===== src/hw/rtl/vip_pkg.sv =====
// ----------------------------------------------------------------------------
// vip_pkg: shared types and constants of the intensity projection unit
// Sizes of the accumulator store, register widths, mode codes and the
// structures passed between the submodules.
// ----------------------------------------------------------------------------
package vip_pkg;

  localparam int MAX_WIDTH  = 512;
  localparam int MAX_HEIGHT = 512;
  localparam int MAX_DEPTH  = 256;

  localparam int COL_W     = $clog2(MAX_WIDTH);
  localparam int ROW_W     = $clog2(MAX_HEIGHT);
  localparam int SLICE_W   = $clog2(MAX_DEPTH);
  localparam int ADDR_W    = COL_W + ROW_W;
  localparam int ACC_DEPTH = 1 << ADDR_W;

  localparam int VOX_W      = 16;
  localparam int ACC_W      = 24;
  localparam int WIDTH_W    = 10;
  localparam int HEIGHT_W   = 10;
  localparam int DEPTH_W    = 9;
  localparam int CFG_DATA_W = 10;
  localparam int CFG_IDX_W  = 2;
  localparam int DIV_CNT_W  = $clog2(ACC_W);

  typedef enum logic [1:0] {
    MODE_MIP   = 2'd0,
    MODE_AIP   = 2'd1,
    MODE_MINIP = 2'd2
  } mode_t;

  typedef enum logic [CFG_IDX_W-1:0] {
    CFG_MODE   = 2'd0,
    CFG_WIDTH  = 2'd1,
    CFG_HEIGHT = 2'd2,
    CFG_DEPTH  = 2'd3
  } cfg_idx_t;

  typedef struct packed {
    mode_t                mode;
    logic [WIDTH_W-1:0]   width;
    logic [HEIGHT_W-1:0]  height;
    logic [DEPTH_W-1:0]   depth;
  } cfg_t;

  typedef struct packed {
    logic [ACC_W-1:0]   dividend;
    logic [DEPTH_W-1:0] divisor;
    logic               avg;
    logic               last;
  } req_t;

endpackage


===== src/hw/rtl/vip_cfg.sv =====
// ----------------------------------------------------------------------------
// vip_cfg: configuration registers
// Holds mode and the volume dimensions. Dimensions are stored already
// clamped to their legal ranges; a write of the unused mode code is dropped.
// ----------------------------------------------------------------------------
module vip_cfg (
  input  logic                           clk,
  input  logic                           rst_n,
  input  logic                           cfg_valid,
  output logic                           cfg_ready,
  input  logic [vip_pkg::CFG_IDX_W-1:0]  cfg_index,
  input  logic [vip_pkg::CFG_DATA_W-1:0] cfg_data,
  output vip_pkg::cfg_t                  cfg
);

  vip_pkg::cfg_t cfg_r;
  vip_pkg::cfg_t cfg_nxt;
  logic          wr_en;

  function automatic logic [vip_pkg::WIDTH_W-1:0] clamp_width(
    input logic [vip_pkg::WIDTH_W-1:0] v
  );
    logic [vip_pkg::WIDTH_W-1:0] r;
    if (v == '0) begin
      r = vip_pkg::WIDTH_W'(1);
    end else if (v > vip_pkg::WIDTH_W'(vip_pkg::MAX_WIDTH)) begin
      r = vip_pkg::WIDTH_W'(vip_pkg::MAX_WIDTH);
    end else begin
      r = v;
    end
    return r;
  endfunction

  function automatic logic [vip_pkg::HEIGHT_W-1:0] clamp_height(
    input logic [vip_pkg::HEIGHT_W-1:0] v
  );
    logic [vip_pkg::HEIGHT_W-1:0] r;
    if (v == '0) begin
      r = vip_pkg::HEIGHT_W'(1);
    end else if (v > vip_pkg::HEIGHT_W'(vip_pkg::MAX_HEIGHT)) begin
      r = vip_pkg::HEIGHT_W'(vip_pkg::MAX_HEIGHT);
    end else begin
      r = v;
    end
    return r;
  endfunction

  function automatic logic [vip_pkg::DEPTH_W-1:0] clamp_depth(
    input logic [vip_pkg::DEPTH_W-1:0] v
  );
    logic [vip_pkg::DEPTH_W-1:0] r;
    if (v == '0) begin
      r = vip_pkg::DEPTH_W'(1);
    end else if (v > vip_pkg::DEPTH_W'(vip_pkg::MAX_DEPTH)) begin
      r = vip_pkg::DEPTH_W'(vip_pkg::MAX_DEPTH);
    end else begin
      r = v;
    end
    return r;
  endfunction

  assign cfg_ready = 1'b1;
  assign wr_en     = cfg_valid && cfg_ready;
  assign cfg       = cfg_r;

  always_comb begin
    cfg_nxt = cfg_r;
    if (wr_en) begin
      case (vip_pkg::cfg_idx_t'(cfg_index))
        vip_pkg::CFG_MODE: begin
          if (cfg_data[1:0] <= 2'(vip_pkg::MODE_MINIP)) begin
            cfg_nxt.mode = vip_pkg::mode_t'(cfg_data[1:0]);
          end
        end
        vip_pkg::CFG_WIDTH:  cfg_nxt.width  = clamp_width(cfg_data[vip_pkg::WIDTH_W-1:0]);
        vip_pkg::CFG_HEIGHT: cfg_nxt.height = clamp_height(cfg_data[vip_pkg::HEIGHT_W-1:0]);
        vip_pkg::CFG_DEPTH:  cfg_nxt.depth  = clamp_depth(cfg_data[vip_pkg::DEPTH_W-1:0]);
        default: cfg_nxt = cfg_r;
      endcase
    end
  end

  always_ff @(posedge clk) begin
    if (!rst_n) begin
      cfg_r.mode   <= vip_pkg::MODE_MIP;
      cfg_r.width  <= vip_pkg::WIDTH_W'(256);
      cfg_r.height <= vip_pkg::HEIGHT_W'(256);
      cfg_r.depth  <= vip_pkg::DEPTH_W'(128);
    end else begin
      cfg_r <= cfg_nxt;
    end
  end

endmodule


===== config.mk =====
export PLATFORM = sky130hd
export DESIGN_NAME = vip_cfg
export DESIGN_NICKNAME = d
export VERILOG_FILES = /design/src/hw/rtl/vip_pkg.sv /design/src/hw/rtl/vip_cfg.sv
export SDC_FILE = /design/constraint.sdc
export NUM_CORES = 1
export LEC_CHECK = 0
export BUFFER_PORTS_ARGS = -buffer_cell sky130_fd_sc_hd__buf_2
export CAP_MARGIN = 20
export CELL_PAD_IN_SITES_DETAIL_PLACEMENT = 0
export CELL_PAD_IN_SITES_GLOBAL_PLACEMENT = 2
export CORE_MARGIN = 2
export CORE_UTILIZATION = 27
export DETAILED_ROUTE_END_ITERATION = 6
export PLACE_DENSITY_LB_ADDON = 0.1
export SLEW_MARGIN = 20
export SYNTH_ARGS = -nofsm -noshare
export SYNTH_HDL_FRONTEND = slang
export SYNTH_SLANG_ARGS = --single-unit

===== constraint.sdc =====
create_clock -name clk -period 1.2 [get_ports clk]
set_input_delay 0.18 -clock clk [delete_from_list [all_inputs] [get_ports clk]]
set_output_delay 0.18 -clock clk [all_outputs]
set_load 0.01 [all_outputs]

Yosys cells after proc, flatten, opt, wreduce, memory -nomap -nowiden
Cells that the tools add are included.

Add/subtract/negate cells: 0. Multipliers: 0. Div/mod/pow operators: 0. Order comparisons: 3. Equal/unequal tests: 3. Shifts and indexed selects: 0. Muxes and demuxes: 4. Bitwise operators: 0. Reduce and logical (&&, ||, !) cells: 7.

Operators with widths (count): $mux W10 (2); $mux W9 (2); $gt A10 B10 Y1 const B (1); $logic_not A10 Y1 (1); $gt A9 B9 Y1 const B (1); $logic_not A9 Y1 (1); $reduce_and A2 Y1 (3); $eq A2 B2 Y1 const B (2); $reduce_and A3 Y1 (1); $eq A2 B1 Y1 const B (1); $le A2 B2 Y1 const B (1); $logic_not A2 Y1 (1).

Register bits: 31. Latch bits: 0. Memory bits (writable): 0. Memory bits (read-only): 0. Bits of input ports: 15. Output and inout bits: 32. Logic and storage cells: 21. Memories kept: 0.

Depth between registers and ports, before layout
Depth after elaboration: 3. Depth in mapped cells: 4. Mapped depth without buffers: 3.

Least setup slack after synthesis
Ideal clock, no wire load.

Path kind: in2reg. Start point: in cfg_index[1] (netlist name). End point: reg cfg_r (netlist bit cfg[29]). Library setup time: 119 ps. Data arrival time: 861 ps. Data required time: 1081 ps. Slack: 220 ps. Stages: 2. Buffers on the path: 0. Cells stage by stage: or3b_1 > o221a_2.

Longest elaborated chain between the ends: 2.

RTL lines: start: declaration (RTL line vip_cfg.sv:11) `input logic [vip_pkg::CFG_IDX_W-1:0] cfg_index,`; $logic_not A2 Y1 (RTL line vip_cfg.sv:69) `case (vip_pkg::cfg_idx_t'(cfg_index))`; $reduce_and A3 Y1 (no line); end signal: assignment (RTL line vip_cfg.sv:90) `cfg_r <= cfg_nxt;`; end: declaration (RTL line vip_cfg.sv:16) `vip_pkg::cfg_t cfg_r;`.

No other way between the ends. A chain may end at the register's enable or synchronous reset.

Worst setup path after layout
Start point: reg cfg_r (netlist bit cfg[30]). End point: out cfg[30] (netlist name).

RTL lines: end: declaration (RTL line vip_cfg.sv:13) `output vip_pkg::cfg_t cfg`.

No word-level cell between the ends.

==> results.yml <==
route:
  antenna_left: 0
  drc_errors: 0
  wire_per_inst_um: 13.6
  drtPass1Iterations: 4
  via_count: 1182
  first_iter_violations: 26
  via_per_inst: 4.64
  wl_mm: 3.46
grt:
  grt_pass1_wl_mm: 5.70
  grt-ovfl-total: 0
  grt_usage_pct: 14.5
  grt_max_degree: 21
  antenna_found_initial: 0
  grt_pass1_vias: 1236
power_and_ir_drop:
  p_clk_share_pct: 37.8
  swShare_pct: 24.8
  p_switching_w: 0.000514
  internal_power_w: 0.00156
  vdd_ir_drop_max_v: 0.000394
  cellPowerDensity_nw_per_um2: 1230
  p_leak_nw: 0.726
  power_frac_seq_pct: 51.6
  combPwrFrac_pct: 10.6
layout:
  fin_util_pct: 36.1
  num_antenna_cells: 0
  fin_nets: 215
  layout-drive-gt1-share_pct: 30.8
  largest_reg_flops: 31
  syn2layout_area_growth_pct: 30.6
logic_synthesis:
  ys_seq_area_share_pct: 48.2
  synth_warnings: 0
  ys_types: 23
  synth_area_leaders: "dfxtp_1 48%, a21boi_0 13%, nand2_1 12%"
  netlist_top_cells_count: "42 x nand2_1, 31 x dfxtp_1, 23 x a21boi_0"
  synth_top_area_cell: "dfxtp_1"
  synth_edf_count: 0
  netlist.area_leader.share_pct: 48.2
  ys_ff_latch: 31
  synth_area_sq_um: 1290
  avgSynthCellArea_sq_um: 8.64
  async_flop_share_pct: 0
  syn_nets: 164
  synthCells: 149
  synth_flop_cell: "dfxtp_1"
  yosysMostFrequentCell: "nand2_1"
clocking:
  clk_path_buf_depth: 2
  cts.clk_slew.worst_paths_ps: 70
  hold_buffers: 0
  cts_root_buf: "clkbuf_8"
  post_cts.resized_instances: 0
  clkSinkCount: 31
  h-tree-depth: 2
  numCtsBuffers: 5
  cts_tree: "yes"
  clkLatencyLatePin_ps: 280
  post_cts_buffers: 0
worst_setup_path:
  path_buf_inv: 1
  crit_family: "flip-flops"
  crit_type: "flop to output port"
  startpoint_type: "flop"
  crit_arrival_ps: 780
  crit_path_max_fanout: 2
  path_cells: "buf_2"
  slowest_stage: "dfxtp_1"
  max_stage_delay_ps: 350
  crit_required_ps: 1020
  r2r_end: "cfg[0]"
  rr_worst_depth: 2
  crit_path_end_kind: "output port"
  r2r_start: "cfg[0]"
  rrSetupSlack_ps: 540
timing:
  skew_ps: 0
  hold_slack_ps: 195
  grt_setup_unrepaired: "no"
  drv_slew: 0
  max_freq_mhz: 1050
  fin_crit_sh_pct: 79.7
  setup_violations: 0
  fin_crit_ps: 956
  hold_violations: 0
  finalSetupTns_ps: 0
die:
  die_height_um: 73.1
  die-width_um: 73.1
  die_area_sq_um: 5340
  start_util_pct: 27.6
  fp-row-count: 25
  coreArea_sq_um: 4660
  io_pins: 47
run:
  maxCapViolations: 0
place:
  io_buffers: 45
  hpwl_mm: 2.68
  gp_congestion: 0.681
worst_hold_path:
  holdPathEnd: "cfg[0]"
  hold_depth: 3
  min_from: "cfg_data[0]"
  hold_path.class: "input pin to flop"
run_status:
  status: "finished clean"
-- power by group through the flow --
stage,sequential [W],clock (W),combinational (W)
after floorplan,0.00111,0,0.000100
after detailed placement,0.00109,0,0.000224
final,0.00107,0.000783,0.000220
after global placement,0.00109,0,0.000223
after global routing,0.00107,0.000852,0.000246
after CTS,0.00107,0.000811,0.000224
-- metrics by stage --
stage	cell area (sq um)	total power, W	worst slack [ps]	instances
floorplan	1290	0.00121	220	149
global placement	1600	0.00131	64.7	247
detailed placement	1600	0.00132	48.1	247
CTS	1680	0.00211	229	255
global route	1680	0.00217	198	255
finish	1680	0.00207	244	255
-- tightest hold or removal path: stages --
cell and delay [ps]:
buf_2 120, a211oi_1 50, nor2_1 90
-- area by class of cell --
type | count | area [sq um]
Multi-Input combinational cell | 108 | 619
Clock inverter | 1 | 5.00
Fill cell | 538 | 2980
Tap cell | 54 | 67.6
Timing Repair Buffer | 54 | 293
Sequential cell | 31 | 621
Clock buffer | 7 | 76.3
-- cells in the final DEF (no fill, tap or decap), types with 2 or more instances in the layout --
cell       n
nor2b_1    7
nor2_1     3
nand2_1   42
nand3_1    4
buf_2     45
buf_4      9
o21ai_0    2
clkbuf_8   5
o211ai_1   3
clkbuf_1   2
a21boi_0  23
o221a_2    2
dfxtp_1   31
nand3b_1   9
nor4_1     2
and3b_1    3
-- cells by family after synthesis --
kind of cell,after synthesis,synth area share (%)
other,1,0.291
DFF,31,48.2
buffers and inverters,10,3.69
AOI/OAI and AO/OA,32,18.8
and+or+nand+nor,75,29.1
-- per-layer routing --
layer	GRT usage (%)	wire length, um	up-vias
met2	23.7	1590	34
met4	6.17	41	0
met1	17.2	1610	536
li1	-	-	606
met3	5.11	218	6
met5	0	0	-
-- worst max-delay path by stage --
stage                     endpoint    startpoint  cells past startpoint
after floorplan            cfg[29]  cfg_index[1]                      2
after global placement     cfg[30]  cfg_index[1]                      3
after detailed placement   cfg[29]  cfg_index[1]                      3
after CTS                  cfg[30]       cfg[30]                      1
after global routing       cfg[30]       cfg[30]                      1
final                      cfg[30]       cfg[30]                      1
Note: power is estimated with default switching activity, not from simulation.
