--- config.mk ---
export PLATFORM = sky130hd
export DESIGN_NAME = vip_div
export DESIGN_NICKNAME = d
export VERILOG_FILES = /design/src/hw/rtl/vip_pkg.sv /design/src/hw/rtl/vip_div.sv
export SDC_FILE = /design/constraint.sdc
export NUM_CORES = 1
export LEC_CHECK = 0
export BUFFER_PORTS_ARGS = -buffer_cell sky130_fd_sc_hd__buf_2
export CAP_MARGIN = 10
export CORE_MARGIN = 2
export CORE_UTILIZATION = 54
export CTS_CLUSTER_DIAMETER = 40
export DETAILED_ROUTE_END_ITERATION = 10
export PLACE_DENSITY = 0.77
export SETUP_SLACK_MARGIN = 0.5
export SLEW_MARGIN = 40
export SYNTH_ARGS = -nofsm -noshare
export SYNTH_HDL_FRONTEND = slang
export SYNTH_SLANG_ARGS = --single-unit
--- constraint.sdc ---
create_clock -name clk -period 4.3 [get_ports clk]
set_input_delay 0.645 -clock clk [delete_from_list [all_inputs] [get_ports clk]]
set_output_delay 0.645 -clock clk [all_outputs]
set_load 0.01 [all_outputs]
--- src/hw/rtl/vip_pkg.sv ---
// ----------------------------------------------------------------------------
// vip_pkg: shared types and constants of the intensity projection unit
// Sizes of the accumulator store, register widths, mode codes and the
// structures passed between the submodules.
// ----------------------------------------------------------------------------
package vip_pkg;

  localparam int MAX_WIDTH  = 512;
  localparam int MAX_HEIGHT = 512;
  localparam int MAX_DEPTH  = 256;

  localparam int COL_W     = $clog2(MAX_WIDTH);
  localparam int ROW_W     = $clog2(MAX_HEIGHT);
  localparam int SLICE_W   = $clog2(MAX_DEPTH);
  localparam int ADDR_W    = COL_W + ROW_W;
  localparam int ACC_DEPTH = 1 << ADDR_W;

  localparam int VOX_W      = 16;
  localparam int ACC_W      = 24;
  localparam int WIDTH_W    = 10;
  localparam int HEIGHT_W   = 10;
  localparam int DEPTH_W    = 9;
  localparam int CFG_DATA_W = 10;
  localparam int CFG_IDX_W  = 2;
  localparam int DIV_CNT_W  = $clog2(ACC_W);

  typedef enum logic [1:0] {
    MODE_MIP   = 2'd0,
    MODE_AIP   = 2'd1,
    MODE_MINIP = 2'd2
  } mode_t;

  typedef enum logic [CFG_IDX_W-1:0] {
    CFG_MODE   = 2'd0,
    CFG_WIDTH  = 2'd1,
    CFG_HEIGHT = 2'd2,
    CFG_DEPTH  = 2'd3
  } cfg_idx_t;

  typedef struct packed {
    mode_t                mode;
    logic [WIDTH_W-1:0]   width;
    logic [HEIGHT_W-1:0]  height;
    logic [DEPTH_W-1:0]   depth;
  } cfg_t;

  typedef struct packed {
    logic [ACC_W-1:0]   dividend;
    logic [DEPTH_W-1:0] divisor;
    logic               avg;
    logic               last;
  } req_t;

endpackage

--- src/hw/rtl/vip_div.sv ---
// ----------------------------------------------------------------------------
// vip_div: result stage with depth divider
// Maximum and minimum results pass straight to the output register. Sums are
// divided by the depth with a restoring divider, one quotient bit per cycle.
// ----------------------------------------------------------------------------
module vip_div (
  input  logic                      clk,
  input  logic                      rst_n,
  input  logic                      req_valid,
  output logic                      req_ready,
  input  vip_pkg::req_t             req,
  output logic                      out_valid,
  input  logic                      out_ready,
  output logic [vip_pkg::VOX_W-1:0] out_pixel,
  output logic                      out_last_pixel
);

  typedef enum logic [1:0] {
    ST_IDLE,
    ST_DIV,
    ST_HOLD
  } state_t;

  state_t                         state_r;
  logic [vip_pkg::ACC_W-1:0]      quo_r;
  logic [vip_pkg::DEPTH_W-1:0]    rem_r;
  logic [vip_pkg::DEPTH_W-1:0]    den_r;
  logic [vip_pkg::DIV_CNT_W-1:0]  cnt_r;
  logic                           last_r;

  logic                           take;
  logic [vip_pkg::DEPTH_W:0]      trial;
  logic                           q_bit;
  logic [vip_pkg::DEPTH_W:0]      diff;

  assign req_ready = (state_r == ST_IDLE) || ((state_r == ST_HOLD) && out_ready);
  assign take      = req_valid && req_ready;

  assign trial = {rem_r, quo_r[vip_pkg::ACC_W-1]};
  assign q_bit = trial >= {1'b0, den_r};
  assign diff  = trial - {1'b0, den_r};

  assign out_valid      = (state_r == ST_HOLD);
  assign out_pixel      = quo_r[vip_pkg::VOX_W-1:0];
  assign out_last_pixel = last_r;

  always_ff @(posedge clk) begin
    if (!rst_n) begin
      state_r <= ST_IDLE;
      cnt_r   <= '0;
    end else begin
      case (state_r)
        ST_IDLE, ST_HOLD: begin
          if (take) begin
            state_r <= req.avg ? ST_DIV : ST_HOLD;
            cnt_r   <= '0;
          end else if (state_r == ST_HOLD && out_ready) begin
            state_r <= ST_IDLE;
          end
        end
        ST_DIV: begin
          cnt_r <= cnt_r + 1'b1;
          if (cnt_r == vip_pkg::DIV_CNT_W'(vip_pkg::ACC_W - 1)) begin
            state_r <= ST_HOLD;
          end
        end
        default: state_r <= ST_IDLE;
      endcase
    end
  end

  always_ff @(posedge clk) begin
    if (take) begin
      quo_r  <= req.dividend;
      rem_r  <= '0;
      den_r  <= req.divisor;
      last_r <= req.last;
    end else if (state_r == ST_DIV) begin
      quo_r <= {quo_r[vip_pkg::ACC_W-2:0], q_bit};
      rem_r <= q_bit ? diff[vip_pkg::DEPTH_W-1:0] : trial[vip_pkg::DEPTH_W-1:0];
    end
  end

endmodule

* Word level (Yosys, flattened, before mapping)
Index checks and enable logic that the tools add are counted.
Word-level totals: register bits after elaboration 50, bits of input ports 39, output and inout bits 19
Cells by class: $add $sub $neg 2, $lt $le $gt $ge 1, eq/ne operators 6, muxes and demuxes 10, reductions and logical operators 9
Operators with widths (count):
- 2-to-1 mux 24 bit | 2
- >= comparator 10 x 9 -> 1 bit | 1
- case mux 5 bit (2 select lines) | 1
- 2-to-1 mux 9 bit | 1
- subtractor 9 bit | 1
- 2-to-1 mux 2 bit | 4
- adder 5 x 1 -> 5 bit, second input constant | 1
- == test 5 bit, second input constant | 1
- 2-to-1 mux 5 bit | 1
- != test 2 bit, second input constant | 2
- case mux 2 bit (2 select lines) | 1
- AND reduction 2 bit | 2
- nonzero test 2 bit | 2
- != test 3 bit, second input constant | 1
- == test 2 x 1 -> 1 bit, second input constant | 1
- == test 2 bit, second input constant | 1
- logical AND 1 bit | 2
- zero test 2 bit | 1
- OR reduction 2 bit | 1
- logical OR 1 bit | 1

* Depth between registers and ports, before layout
Gate-level depths: netlist (run 1).
depth after elaboration 6, gate-level depth with buffers 10, depth with buffers taken out 9

* Least setup slack after synthesis (run 1)
OpenSTA, ideal clock, no wires.
path type in2reg, start point in req_valid, end point reg cnt_r[2] (netlist name), arrival time 3.137 ns, required time 4.183 ns, slack 1.046 ns, cell stages on the path 5, path buffers 0, cells stage by stage inv_1 o31ai_1 o21ai_1 a21oi_1 nor2b_1
On the way: cells in the longest elaborated chain, start to end 3
RTL lines:
- start, declared | line vip_div.sv:9 | input logic req_valid,
- logical AND 1 bit | line vip_div.sv:37 | assign take = req_valid && req_ready;
- != test 2 bit (no source line)
- AND reduction 2 bit (no source line)
- end signal, assigned | line vip_div.sv:62 | cnt_r <= cnt_r + 1'b1;
- end, declared | line vip_div.sv:28 | logic [vip_pkg::DIV_CNT_W-1:0] cnt_r;
Every way passes these cells. A chain may end at the register's enable or synchronous reset.

* Final worst setup path (run 1)
start point reg quo_r[23] (netlist name), end point reg rem_r[0] (netlist name)
On the way: cells in the longest elaborated chain, start to end 2, elaborated cells on any way between the ends 3
RTL lines:
- start, declared | line vip_div.sv:25 | logic [vip_pkg::ACC_W-1:0] quo_r;
- start signal, assigned | line vip_div.sv:74 | quo_r <= req.dividend;
- start signal, assigned | line vip_div.sv:79 | quo_r <= {quo_r[vip_pkg::ACC_W-2:0], q_bit};
- subtractor 9 bit / >= comparator 10 x 9 -> 1 bit (equally long branches) | line vip_div.sv:41, vip_div.sv:40
- 2-to-1 mux 9 bit * | line vip_div.sv:80 | rem_r <= q_bit ? diff[vip_pkg::DEPTH_W-1:0] : trial[vip_pkg::DEPTH_W-1:0];
- end signal, assigned | line vip_div.sv:80
- end, declared | line vip_div.sv:26 | logic [vip_pkg::DEPTH_W-1:0] rem_r;
Every way passes the cells marked *; elsewhere a longest branch is shown, timed or not.

==> results of run 1 <==
-- logic make-up after synthesis --
kind of cell / count (synthesis)
and+or+nand+nor: 121
DFF: 50
AOI/OAI and AO/OA: 42
buffers and inverters: 39
adders and majority gates: 11
muxes: 6
xor gates and xnor gates: 5
-- worst max-delay path, cell delays in order, from the launching register on --
cell	delay, ps
edfxtp_1	370
inv_1	80
ha_1	160
inv_1	50
fa_1	420
a21oi_1	280
a211oi_2	140
nor3_4	490
mux2_1	380
o21ai_1	110
-- metrics by stage --
| stage | instance area (um2) | hold slack [ps] | power (mW) |
|---|---|---|---|
| after floorplan | 2630 | 431 | 0.752 |
| after global placement | 2870 | 448 | 0.792 |
| after detailed placement | 2870 | 463 | 0.800 |
| after CTS | 2960 | 477 | 1.07 |
| after global routing | 2960 | 501 | 1.12 |
| final | 2960 | 481 | 1.06 |
-- layout by cell type, fill, tap and decap left out, types with 3 or more instances in the layout --
master and n:
a21oi_1 10, a31oi_1 3, and2_1 3, buf_2 57
clkbuf_8 5, dfxtp_1 16, edfxtp_1 34, ha_1 10
inv_1 13, mux2i_1 5, nand2_1 74, nand2b_1 4
nand3_1 19, nor2_1 6, nor2b_1 4, o21ai_1 8
xor2_1 3
-- sequential cells by signal (all words and copies together), names as in the netlist --
| register | flops |
|---|---|
| cnt_r | 5 |
| den_r | 9 |
| out_last_pixel | 1 |
| quo_r | 24 |
| rem_r | 9 |
| state_r | 2 |
-- per-layer routing --
metal  global-route usage  wire length (um)  vias to the layer above
met5                    0                 0                        -
li1                     -                 -                     1018
met4               0.0788                96                        0
met1                0.237              2250                      898
met2                0.321              2370                       63
met3               0.0329               193                        9
-- area by class of cell --
type                       count  share of cell area
tap                           67              0.0283
timing repair buffer          59               0.101
sequential                    50               0.453
multi-input combinational    185               0.369
clock inverter                 2             0.00507
clock buffer                   6              0.0245
inverter                      15              0.0190
-- power by group --
| part | internal, mW | leakage [nW] | switching (mW) |
|---|---|---|---|
| logic | 0.0783 | 0.845 | 0.119 |
| clock network | 0.115 | 0.0374 | 0.157 |
| registers | 0.570 | 0.463 | 0.0204 |
-- cell usage after synthesis (2+ instances only) --
cell type and n:
nand2_1 74, edfxtp_1 34, nand3_1 19, buf_4 16, dfxtp_1 16, inv_1 13, a21oi_1 10, ha_1 10
o21ai_1 8, clkbuf_1 6, nor2_1 6, mux2i_1 5, nand2b_1 5, nor2b_1 4, a31oi_1 3, and2_1 3
xor2_1 3, a21o_1 2, inv_2 2, nor3_1 2, nor3b_1 2, o211ai_1 2, o21a_1 2, o21ai_0 2
xnor2_1 2
-- final timing paths --
| check | from | end | slack [ps] | cells past startpoint |
|---|---|---|---|---|
| worst max-delay path | quo_r[23]$_DFFE_PP_ | rem_r[0]$_SDFFE_PN0P_ | 1760 | 9 |
| worst min-delay path | cnt_r[4]$_SDFFE_PN0P_ | cnt_r[4]$_SDFFE_PN0P_ | 480 | 1 |
| worst max register to register | quo_r[23]$_DFFE_PP_ | rem_r[0]$_SDFFE_PN0P_ | 1760 | 9 |
| worst min register to register | cnt_r[4]$_SDFFE_PN0P_ | cnt_r[4]$_SDFFE_PN0P_ | 480 | 1 |
==> impl_metrics.yaml, run 1 <==
grt:
  antenna_found_initial: 0
  grt_first_pass_wirelength_um: 7780
  gr-total-overflow: 0
  grt_max_degree: 35
  grt.total_usage: 0.189
  grt_pass1_vias: 1781
power_and_ir_drop:
  p_leak_nw: 1.35
  ir_drop_uv: 183
  power.density_nw_per_um2: 357
worst_hold_path:
  min_path_type: "flip-flop to flip-flop"
finish:
  antennaDiodeCount: 0
  area_growth_pct: 12.6
  finalNonFillerCells: 384
  final_nets: 366
  fin_util: 0.627
  regArea_um2: 1340
  multi_input_area_um2: 1090
  drive_above_1_share: 0.227
  fillerInstances: 395
yosys:
  synth_nets: 324
  yosys_warnings: 0
  synthTopCellsByArea: "edfxtp_1 39%, dfxtp_1 12%, nand2_1 11%"
  synth_xor_area_frac: 0.0166
  syn_avg_cell_area_um2: 9.60
  synthFlopType: "edfxtp_1"
  yosysUniqueCellTypes: 48
  netlist_instances: 274
  ys_seq_area_frac: 0.510
  ys_ff_latch: 50
  yosys.area_share.simple: 0.209
  yosysTopAreaCellShare: 0.388
  synth.area.mux_share: 0.0233
  yosysTopAreaCell: "edfxtp_1"
  synth_top_family_by_area: "simple AND/OR/NAND/NOR gates"
  synth_adder_area_share: 0.0552
  syn_area_um2: 2630
  async_flop_share: 0
  synth-compound-area-share: 0.105
  synth_edf_count: 34
die:
  initial_core_util: 0.557
  fp.dieArea_um2: 5450
  rows: 25
  die_h_um: 73.8
  pin_count: 58
  core_um2: 4720
  die_w_um: 73.8
placement:
  hpwl_um: 3500
  io_buffers: 57
  dp_worst_setup_slack_ps: 1780
  place.gp.congestion: 0.844
  place_inst: 376
sta:
  worst_pin_slew_ps: 610
  fin_crit_sh: 0.591
  clock.fmax_mhz: 393
  rsz0062_at_grt: "no"
  finalHoldViolations: 0
  setup_tns_ps: 0
  clock-skew-final_ps: 8.15
  final_max_slew_viol_count: 0
  period_needed_ps: 2540
  setup_ws_ps: 1760
  slew_headroom: 0.593
  finalSetupViolations: 0
worst_setup_path:
  cp.required_ps: 4540
  crit_type: "flip-flop to flip-flop"
  crit_path_end_kind: "flip-flop"
  path_max_fanout: 12
  cp-start-kind: "flip-flop"
  critPathArrivalTime_ps: 2780
routing:
  first_pass_iters: 4
  via_per_inst: 5.18
  drcViolationCount: 0
  wl_per_cell_um: 12.8
  wirelength_um: 4910
  drt_iter0_drc: 131
  num_vias: 1988
  ant_nets: 0
clocking:
  cts_setup_buffers: 0
  cts.root.buffer_cell: "clkbuf_8"
  clkLatencyLatePin_ps: 310
  cts_made_buffers: 5
  clk_pin_slew_ps: 90
  cts_hold_buf: 0
  clk_path_buf_depth: 2
  cts.sinks: 50
  htreeDepth: 2
  cts_tree: "built"
  cts_resized: 0
run:
  maxCapViolCount: 0
outcome:
  status: "complete, no violations"
(Power assumes the default switching activity.)
==> inputs of run 2 (changes only) <==
- clock period: 4.3 -> 2.6 ns (I/O delays scaled with it)
==> run 2 against run 1 <==
Combinational power is 83% higher; clock power up 100%; clock skew shrank 1.7 ps; non-clock buffer count grew 11; sequential share of layout area is 2.0 points lower; hold slack worse by 220 ps; critical path depth did not move; final cell count is 2.9% higher; global-route usage rose by 0.30 points.
==> impl_metrics.yaml, run 2 (synthesis gave the netlist of run 1 again) <==
die:
  pin_count: 58
  fp.dieArea_um2: 5450
  die_w_um: 73.8
  die_h_um: 73.8
  core_um2: 4720
  initial_core_util: 0.557
  rows: 25
worst_setup_path:
  worstSetupStartpoint: "quo_r[23]$_DFFE_PP_"
  cp-start-kind: "flip-flop"
  critPathSlowestCell: "edfxtp_1"
  critPathArrivalTime_ps: 2350
  ff2ff_setup_slack_ps: 480
  worst_path_most_repeated_cell: "inv_2"
  crit_end: "rem_r[0]$_SDFFE_PN0P_"
  cp.required_ps: 2830
  timing.rr.start: "quo_r[23]$_DFFE_PP_"
  crit_path_max_incr_delay_ps: 400
  cp_cell_sequence: "inv_2 > ha_4 > inv_2 > fa_2 > a21oi_2 > a211oi_2 > nor3_4 > mux2_1 > o21ai_1"
  path_max_fanout: 5
  crit_path_end_kind: "flip-flop"
  path_delay_family: "adder cells"
  path_depth: 9
  critPathBufInv: 2
  r2r-end: "rem_r[0]$_SDFFE_PN0P_"
  r2r.worst_path.cells: 9
  crit_type: "flip-flop to flip-flop"
power_and_ir_drop:
  p_clk_frac: 0.293
  comb_power_share: 0.190
  ir_drop_uv: 447
  pwr-share-seq: 0.517
  total_power_mw: 1.89
  switchingPower_mw: 0.506
  p_leak_nw: 1.42
  cell_internal_pwr_mw: 1.38
  power.density_nw_per_um2: 610
  sw_frac_of_total: 0.268
grt:
  grt_first_pass_wirelength_um: 8090
  antenna_found_initial: 0
  grt_pass1_vias: 1897
  grt.total_usage: 0.192
  gr-total-overflow: 0
  grt_max_degree: 35
finish:
  largestRegisters: "quo_r: 24 flops, den_r: 9 flops, rem_r: 9 flops"
  top_register: "quo_r"
  final_cell_mix: "74 x nand2_1, 57 x buf_2, 34 x edfxtp_1"
  finalNonFillerCells: 395
  area_growth_pct: 17.6
  final_nets: 377
  antennaDiodeCount: 0
  largest_reg_flops: 24
  final_common_cell: "nand2_1"
  drive_above_1_share: 0.268
sta:
  final_max_slew_viol_count: 0
  setup_tns_ps: 0
  fin_crit_sh: 0.816
  slew_headroom: 0.577
  clock.fmax_mhz: 471
  period_needed_ps: 2120
  clock-skew-final_ps: 6.44
  worst_pin_slew_ps: 633
  rsz0062_at_grt: "yes"
  finalSetupViolations: 0
  finalHoldViolations: 0
routing:
  drt_iter0_drc: 124
  wirelength_um: 5130
  wl_per_cell_um: 13.0
  num_vias: 2018
  ant_nets: 0
  via_per_inst: 5.11
  drcViolationCount: 0
  first_pass_iters: 4
run:
  maxCapViolCount: 0
clocking:
  clk_pin_slew_ps: 100
  clk_path_buf_depth: 2
  cts.root.buffer_cell: "clkbuf_8"
  htreeDepth: 2
  cts_made_buffers: 5
  cts.sinks: 50
  clkLatencyLatePin_ps: 300
  cts_hold_buf: 0
  cts_tree: "built"
placement:
  place_inst: 379
  hpwl_um: 3580
  io_buffers: 57
  place.gp.congestion: 0.843
worst_hold_path:
  min_path_type: "primary input to flip-flop"
outcome:
  status: "complete, no violations"
## run 2: power groups by stage
stage | logic, mW | registers (mW) | clock network (mW)
floorplan | 0.262 | 0.986 | 0
global placement | 0.326 | 0.991 | 0
detailed placement | 0.334 | 0.992 | 0
CTS | 0.352 | 0.976 | 0.559
global route | 0.404 | 0.984 | 0.588
finish | 0.360 | 0.976 | 0.552
## run 2: repair_timing
action / in CTS / in global routing
gates resized for setup: 6 / 2
pin swaps: 5 / 5
endpoints found under the setup margin: 10 / 10
buffers inserted: 5 / 3
## run 2: cell type report
type	instances	area, um2
Fill cell	381	1630
Clock inverter	3	42.5
Multi-Input combinational cell	185	1110
Clock buffer	5	68.8
Inverter	15	56.3
Timing Repair Buffer	70	390
Sequential cell	50	1340
Tap cell	67	83.8
## run 2: routing by layer
layer,GRT usage,part of all wire,wire length [um]
met5,0,0,0
met1,0.243,0.46,2370
met4,0.0667,0.011,54
met3,0.0329,0.033,168
met2,0.330,0.49,2540
## run 2: worst register-to-register path, stage by stage (launching register included)
cell and delay [ps]:
edfxtp_1 400, inv_2 90, ha_4 130, inv_2 30
fa_2 340, a21oi_2 170, a211oi_2 110, nor3_4 270
mux2_1 370, o21ai_1 140
## run 2: worst min-delay path by stage
stage          cells after the start  slack [ps]                     to             startpoint
6_report                           1         260     den_r[1]$_DFFE_PN_                 req[3]
2_1_floorplan                      1         430  cnt_r[4]$_SDFFE_PN0P_  cnt_r[4]$_SDFFE_PN0P_
5_1_grt                            1         250     den_r[1]$_DFFE_PN_                 req[3]
3_5_place_dp                       1         460  cnt_r[4]$_SDFFE_PN0P_  cnt_r[4]$_SDFFE_PN0P_
3_3_place_gp                       1         460  cnt_r[4]$_SDFFE_PN0P_  cnt_r[4]$_SDFFE_PN0P_
4_1_cts                            1         250     den_r[1]$_DFFE_PN_                 req[3]
## run 2: metrics by stage
stage	setup WS, ps	cell area [um2]	utilization	hold WS [ps]
3_3_place_gp	332	2900	0.614	456
4_1_cts	449	3070	0.649	254
2_1_floorplan	515	2650	-	431
6_report	479	3100	0.655	258
5_1_grt	366	3100	0.655	249
3_5_place_dp	278	2900	0.614	461
